[config.mk]
export PLATFORM = sky130hd
export DESIGN_NAME = rtp_header_parser_core
export DESIGN_NICKNAME = d
export VERILOG_FILES = /design/src/hw/rtl/rhp_pkg.sv /design/src/hw/rtl/rhp_field_capture.sv /design/src/hw/rtl/rhp_status_eval.sv /design/src/hw/rtl/rtp_header_parser_core.sv
export SDC_FILE = /design/constraint.sdc
export NUM_CORES = 1
export LEC_CHECK = 0
export BUFFER_PORTS_ARGS = -buffer_cell sky130_fd_sc_hd__clkbuf_2
export CORE_ASPECT_RATIO = 2
export CORE_UTILIZATION = 63
export CTS_BUF_LIST = sky130_fd_sc_hd__clkbuf_2 sky130_fd_sc_hd__clkbuf_4 sky130_fd_sc_hd__clkbuf_8
export DETAILED_ROUTE_END_ITERATION = 7
export GPL_TIMING_DRIVEN = 0
export PLACE_DENSITY = 0.8
export SYNTH_ARGS = -nofsm -noshare
export SYNTH_HDL_FRONTEND = slang
export SYNTH_HIERARCHICAL = 1
export SYNTH_SLANG_ARGS = --single-unit
[constraint.sdc]
create_clock -name clk -period 9.23 [get_ports clk]
set_input_delay 0.923 -clock clk [delete_from_list [all_inputs] [get_ports clk]]
set_output_delay 0.923 -clock clk [all_outputs]
set_load 0.01 [all_outputs]
[src/hw/rtl/rhp_pkg.sv]
// Shared types, constants and helpers for the RTP header parser.
`default_nettype none

package rhp_pkg;

  localparam int unsigned MAX_PACKET_BYTES_DEF = 65535;
  localparam int unsigned HDR_LEN_W = 19;
  localparam int unsigned FIXED_HDR_BYTES = 12;
  localparam logic [1:0] RTP_VERSION = 2'd2;
  localparam int unsigned CC_LSB = 0;
  localparam int unsigned EXT_BIT = 4;
  localparam int unsigned PAD_BIT = 5;
  localparam int unsigned VER_LSB = 6;

  typedef enum logic [2:0] {
    ST_OK            = 3'd0,
    ST_LEN_VER       = 3'd1,
    ST_CSRC_SHORT    = 3'd2,
    ST_EXT_HDR_SHORT = 3'd3,
    ST_EXT_BODY_SHORT = 3'd4,
    ST_PADDING       = 3'd5
  } status_t;

  typedef struct packed {
    logic [7:0]           first_hdr;
    logic                 marker;
    logic [15:0]          seq;
    logic [31:0]          ts;
    logic [7:0]           ext_high;
    logic [HDR_LEN_W-1:0] hdr_len;
  } hdr_state_t;

  typedef struct packed {
    status_t     status;
    logic        marker;
    logic [15:0] seq;
    logic [31:0] ts;
    logic [15:0] offset;
    logic [15:0] paylen;
  } result_t;

  localparam hdr_state_t STATE_RESET = '{
    first_hdr: 8'd0,
    marker:    1'b0,
    seq:       16'd0,
    ts:        32'd0,
    ext_high:  8'd0,
    hdr_len:   HDR_LEN_W'(FIXED_HDR_BYTES)
  };

  // End of the CSRC list: fixed header plus four bytes per CSRC entry.
  function automatic logic [HDR_LEN_W-1:0] csrc_end(input logic [7:0] first_hdr);
    return HDR_LEN_W'(FIXED_HDR_BYTES)
         + {{(HDR_LEN_W-6){1'b0}}, first_hdr[CC_LSB +: 4], 2'b00};
  endfunction

endpackage

`default_nettype wire

[src/hw/rtl/rhp_field_capture.sv]
// Per-packet header field capture, byte counter and header length tracking.
`default_nettype none

module rhp_field_capture #(
  parameter int unsigned MAX_PACKET_BYTES = rhp_pkg::MAX_PACKET_BYTES_DEF,
  parameter int unsigned CNT_W = $clog2(MAX_PACKET_BYTES + 2)
) (
  input  wire logic               clk,
  input  wire logic               rst,
  input  wire logic               advance,
  input  wire logic [7:0]         byte_value,
  input  wire logic               last_byte,
  output rhp_pkg::hdr_state_t     state_next,
  output logic [CNT_W-1:0]        count_next
);
  import rhp_pkg::*;

  localparam logic [CNT_W-1:0] COUNT_SAT = CNT_W'(MAX_PACKET_BYTES + 1);

  hdr_state_t           state;
  logic [CNT_W-1:0]     byte_count;
  logic [HDR_LEN_W-1:0] idx;
  logic [HDR_LEN_W-1:0] base;
  logic                 ext;

  always_comb begin
    idx = HDR_LEN_W'(byte_count);
    state_next = state;

    if (byte_count == '0) begin
      state_next.first_hdr = byte_value;
      state_next.hdr_len = csrc_end(byte_value);
    end else if (byte_count == CNT_W'(1)) begin
      state_next.marker = byte_value[7];
    end else if (byte_count == CNT_W'(2) || byte_count == CNT_W'(3)) begin
      state_next.seq = {state.seq[7:0], byte_value};
    end else if (byte_count >= CNT_W'(4) && byte_count <= CNT_W'(7)) begin
      state_next.ts = {state.ts[23:0], byte_value};
    end

    // The extension word count sits two and three bytes past the CSRC list.
    base = csrc_end(state_next.first_hdr);
    ext = state_next.first_hdr[EXT_BIT];
    if (ext && idx == base + HDR_LEN_W'(2)) begin
      state_next.ext_high = byte_value;
    end else if (ext && idx == base + HDR_LEN_W'(3)) begin
      state_next.hdr_len = base + HDR_LEN_W'(4) + {1'b0, state.ext_high, byte_value, 2'b00};
    end

    count_next = (byte_count < COUNT_SAT) ? byte_count + CNT_W'(1) : byte_count;
  end

  always_ff @(posedge clk) begin
    if (rst) begin
      state <= STATE_RESET;
      byte_count <= '0;
    end else if (advance) begin
      if (last_byte) begin
        state <= STATE_RESET;
        byte_count <= '0;
      end else begin
        state <= state_next;
        byte_count <= count_next;
      end
    end
  end

  a_count_bounded: assert property (@(posedge clk) disable iff (rst)
    byte_count <= COUNT_SAT)
    else $error("byte count passed its saturation value");

  a_clear_after_last: assert property (@(posedge clk) disable iff (rst)
    advance && last_byte |=> byte_count == '0 && state.hdr_len == HDR_LEN_W'(FIXED_HDR_BYTES))
    else $error("packet state not cleared after the final word");

  a_count_steps: assert property (@(posedge clk) disable iff (rst)
    advance && !last_byte && byte_count < COUNT_SAT
      |=> byte_count == $past(byte_count) + CNT_W'(1))
    else $error("byte count did not step by one");

endmodule

`default_nettype wire

[src/hw/rtl/rhp_status_eval.sv]
// Final-word checks: status, payload offset and payload length without padding.
`default_nettype none

module rhp_status_eval #(
  parameter int unsigned MAX_PACKET_BYTES = rhp_pkg::MAX_PACKET_BYTES_DEF,
  parameter int unsigned CNT_W = $clog2(MAX_PACKET_BYTES + 2)
) (
  input  wire rhp_pkg::hdr_state_t state_next,
  input  wire logic [CNT_W-1:0] count_next,
  input  wire logic [7:0]       byte_value,
  output rhp_pkg::result_t      result
);
  import rhp_pkg::*;

  logic [HDR_LEN_W-1:0] len;
  logic [HDR_LEN_W-1:0] base;
  logic [HDR_LEN_W-1:0] pay_full;
  logic                 ext;
  status_t              status;
  logic [15:0]          paylen;

  always_comb begin
    len = HDR_LEN_W'(count_next);
    base = csrc_end(state_next.first_hdr);
    ext = state_next.first_hdr[EXT_BIT];
    pay_full = len - state_next.hdr_len;
    status = ST_OK;
    paylen = '0;

    if (len > HDR_LEN_W'(MAX_PACKET_BYTES) || len < HDR_LEN_W'(FIXED_HDR_BYTES)
        || state_next.first_hdr[VER_LSB +: 2] != RTP_VERSION) begin
      status = ST_LEN_VER;
    end else if (len < base) begin
      status = ST_CSRC_SHORT;
    end else if (ext && len < base + HDR_LEN_W'(4)) begin
      status = ST_EXT_HDR_SHORT;
    end else if (len < state_next.hdr_len) begin
      status = ST_EXT_BODY_SHORT;
    end else begin
      paylen = pay_full[15:0];
      // The final byte of a padded packet holds the padding count.
      if (state_next.first_hdr[PAD_BIT] && pay_full != '0) begin
        if (byte_value == 8'd0 || HDR_LEN_W'(byte_value) > pay_full) begin
          status = ST_PADDING;
        end else begin
          paylen = pay_full[15:0] - 16'(byte_value);
        end
      end
    end

    result = '0;
    result.status = status;
    if (status == ST_OK) begin
      result.marker = state_next.marker;
      result.seq = state_next.seq;
      result.ts = state_next.ts;
      result.offset = state_next.hdr_len[15:0];
      result.paylen = paylen;
    end
  end

endmodule

`default_nettype wire

[src/hw/rtl/rtp_header_parser_core.sv]
// Top level of the RTP fixed-header parser: input register, result register and handshakes.
`default_nettype none

// RTP fixed-header parser. Takes one packet byte per word, with last_byte set on
// the final byte, and gives one result word per packet on the cycle after its final
// byte leaves the input register: status, and for an accepted packet the marker,
// sequence number, timestamp, payload offset and payload length with padding
// removed (all zero on a rejection). Throughput is one byte per clock when the input
// side is not stalled. When the result register is free, the final byte passes
// through the input register and then the result register before out_valid rises;
// the input register and the result register sit around a single pass of header logic.
// The input side stalls only while a result is held and the final byte of the next
// packet is waiting.
// Packets longer than MAX_PACKET_BYTES are rejected with the length/version status.
module rtp_header_parser_core #(
  parameter int unsigned MAX_PACKET_BYTES = rhp_pkg::MAX_PACKET_BYTES_DEF
) (
  input  wire logic        clk,
  input  wire logic        rst,
  input  wire logic        in_valid,
  output logic             in_ready,
  input  wire logic [7:0]  byte_value,
  input  wire logic        last_byte,
  output logic             out_valid,
  input  wire logic        out_ready,
  output logic [2:0]       status,
  output logic             marker,
  output logic [15:0]      sequence_number,
  output logic [31:0]      rtp_timestamp,
  output logic [15:0]      payload_offset,
  output logic [15:0]      payload_length
);
  import rhp_pkg::*;

  localparam int unsigned CNT_W = $clog2(MAX_PACKET_BYTES + 2);

  logic             hold_valid;
  logic [7:0]       hold_byte;
  logic             hold_last;
  logic             advance;
  logic             load_result;
  hdr_state_t       state_next;
  logic [CNT_W-1:0] count_next;
  result_t          result_next;
  result_t          result;

  // Only a final byte needs the result register free to move on.
  assign advance = hold_valid && (!hold_last || !out_valid || out_ready);
  assign load_result = advance && hold_last;
  assign in_ready = !hold_valid || advance;

  always_ff @(posedge clk) begin
    if (rst) begin
      hold_valid <= 1'b0;
    end else if (in_ready) begin
      hold_valid <= in_valid;
    end
  end

  always_ff @(posedge clk) begin
    if (in_valid && in_ready) begin
      hold_byte <= byte_value;
      hold_last <= last_byte;
    end
  end

  rhp_field_capture #(
    .MAX_PACKET_BYTES(MAX_PACKET_BYTES),
    .CNT_W(CNT_W)
  ) u_capture (
    .clk(clk),
    .rst(rst),
    .advance(advance),
    .byte_value(hold_byte),
    .last_byte(hold_last),
    .state_next(state_next),
    .count_next(count_next)
  );

  rhp_status_eval #(
    .MAX_PACKET_BYTES(MAX_PACKET_BYTES),
    .CNT_W(CNT_W)
  ) u_eval (
    .state_next(state_next),
    .count_next(count_next),
    .byte_value(hold_byte),
    .result(result_next)
  );

  always_ff @(posedge clk) begin
    if (rst) begin
      out_valid <= 1'b0;
    end else if (load_result) begin
      out_valid <= 1'b1;
    end else if (out_ready) begin
      out_valid <= 1'b0;
    end
  end

  always_ff @(posedge clk) begin
    if (load_result) begin
      result <= result_next;
    end
  end

  assign status = result.status;
  assign marker = result.marker;
  assign sequence_number = result.seq;
  assign rtp_timestamp = result.ts;
  assign payload_offset = result.offset;
  assign payload_length = result.paylen;

  a_reject_zero: assert property (@(posedge clk) disable iff (rst)
    out_valid && status != ST_OK |-> !marker && sequence_number == '0
      && rtp_timestamp == '0 && payload_offset == '0 && payload_length == '0)
    else $error("rejected packet carries nonzero fields");

  a_ready_when_empty: assert property (@(posedge clk) disable iff (rst)
    !out_valid |-> in_ready)
    else $error("input stalled with an empty result register");

  a_result_from_last: assert property (@(posedge clk) disable iff (rst)
    $rose(out_valid) |-> $past(hold_valid && hold_last))
    else $error("result appeared without a final byte");

endmodule

`default_nettype wire
==> run metrics <==
placed cell count 1525; final std cell area, no fill 12900 um^2; total DRC errors in the routed layout 7; buffer levels on the longest clock path 2; Post-Synthesis Net Count 1286; die boundary width 98.0 um; Slowest-stage cell, CP sky130_fd_sc_hd__a311oi_4; worst hold slack 0.469 ns; shortest period the worst path allows 8.67 ns; initial antenna violation count 0; Slew HR 0.320; Met3 Routed Length 1330 um; via count of the first global-routing pass 9996; placeable core area 17900 um^2; outcome finished with violations; worst-skew pair later-pin latency 0.48 ns; most frequent cells in the layout 120 x sky130_fd_sc_hd__nor2_1, 103 x sky130_fd_sc_hd__dfxtp_1, 100 x sky130_fd_sc_hd__clkbuf_2; final slew viol count 0; commonest non-fill, non-tap cell in the layout sky130_fd_sc_hd__nor2_1; fraction of the cycle the final worst path needs 0.940; Layout Nets 1405; overflow left after global routing 0; first-pass GRT wire length 49300 um; max-capacitance violation count 0; area added between synthesis and finish 10.7%; iteration count of the initial detailed-routing pass 8; leakage power of the design 5.39 nW; starting DRC count in detailed routing 586; layout cells sized above 1 0.165; Clk Tree Root Cell sky130_fd_sc_hd__clkbuf_8; final weighted congestion in routability-driven placement 0.941; cell area power density 136 nW/um^2; clock net sink count 196; clk_skew 0.0193 ns; critical path data required time 9.57 ns; final WL 31300 um; Top Metal Used met4; path category of the worst min-delay check flop to flop; cts bufs inserted 17; Warnings, synthesis 6; unrepaired setup endpoints after global routing no; violations in the final reports design-rule violations; Final Core Density 0.720; starting density of the core 0.650; CTS tree built; total routing resource utilization after global routing 0.336; total of endpoints with negative setup slack in the final report 0; final antenna diode count 0; maximum level of the CTS H-tree 4; Final Hold Vio Count 0; Slew @ Worst Pin 1.02 ns; arrival time of the worst setup path 9.01 ns; total of fill cells in the finished design 1415; maximum operating frequency 0.115 GHz; Critical Path Sink Type flop; total routed wire length on the met1 layer 10500 um; netlist area before placement 11600 um^2; buffers plus inverters on the worst setup path 8; Crit Path Category flop to flop; startpoint class of the critical path flop; Core Rows 69; setup TNS 0 ns; count of nets left with antenna violations after detail routing 0; wire length on met2 16600 um; Final Instance Count excl. Fillers 1557; gate count of the mapped netlist 1212; HPWL after DPL 24200 um; dominant delay contributor by cell family on the critical path compound AO/OA/AOI/OAI gates; I/O pin count 99; delay of the slowest cell on the worst path 0.74 ns; maximum number of pins on one net before global-route repair 37; area of placed instances 12400 um^2; Die Footprint 19000 um^2; post-CTS clock slew at the launch and capture registers of the worst setup and hold paths 0.10 ns; top fanout value on the critical path 10; count of buffers added by post-CTS timing repair for setup 0; worst IR drop on VDD 136 uV; mean post-synth cell area 9.59 um^2; chip height 194 um; number of buffers added on ports 98; most repeated library cell on the critical path sky130_fd_sc_hd__inv_1; detailed-route via count 9825; mean number of vias per cell 6.31; routed length per instance 20.1 um
[metrics by stage]
step | power [W] | worst slack, ns
after floorplan | 0.00110 | 2.55
after global placement | 0.00116 | 0.586
after global routing | 0.00181 | 0.0834
after detailed placement | 0.00117 | 0.529
final | 0.00174 | 0.558
after CTS | 0.00175 | 0.447
[flip-flops by register name, indices dropped and copies added (netlist names)]
signal / cells
u_capture/state: 84
rtp_timestamp: 32
u_capture/byte_count: 17
payload_length: 16
payload_offset: 16
sequence_number: 16
hold_byte: 8
status: 3
hold_last: 1
hold_valid: 1
marker: 1
out_valid: 1
[worst register-to-register path, delay by kind of cell (launching register included)]
family                     cells  cell delay, ns
adders and majority gates      4            1.10
and+or+nand+nor                9            2.35
xor gates and xnor gates       1            0.28
AOI/OAI and AO/OA              9            3.11
buffers and inverters          8            1.36
DFF                            1            0.36
[path summary, 6_finish.rpt]
check	start	to	slack [ns]	cells after the start
setup / recovery	u_capture/byte_count[11]	rtp_timestamp[1]	0.56	31
hold / removal	u_capture/state[1]	u_capture/state[1]	0.47	1
setup reg to reg	u_capture/byte_count[11]	rtp_timestamp[1]	0.56	31
hold reg to reg	u_capture/state[1]	u_capture/state[1]	0.47	1
[area by class of cell]
class	instances	area [um^2]	share of cell area
tap	213	267	0.0207
clock inverter	13	164	0.0127
timing repair buffer	100	531	0.0413
clock buffer	19	262	0.0203
multi-input combinational	883	6240	0.485
sequential	196	4850	0.378
inverter	61	229	0.0178
buffer	72	318	0.0247
[report_power, final]
part           switching [W]  internal, W
Clock               0.000327     0.000265
Combinational       0.000147    0.0000792
Sequential        0.00000902     0.000915
[metal layers]
layer	up-vias	GRT usage
li1	4627	-
met1	4646	0.307
met2	392	0.626
met3	160	0.0512
met4	0	0.300
met5	-	0
[timing repair]
action,4_1_cts,5_1_grt
hold buffers,0,0
resized for setup,0,1
setup endpoints to repair,0,80
Power figures use the tool's default switching activity.
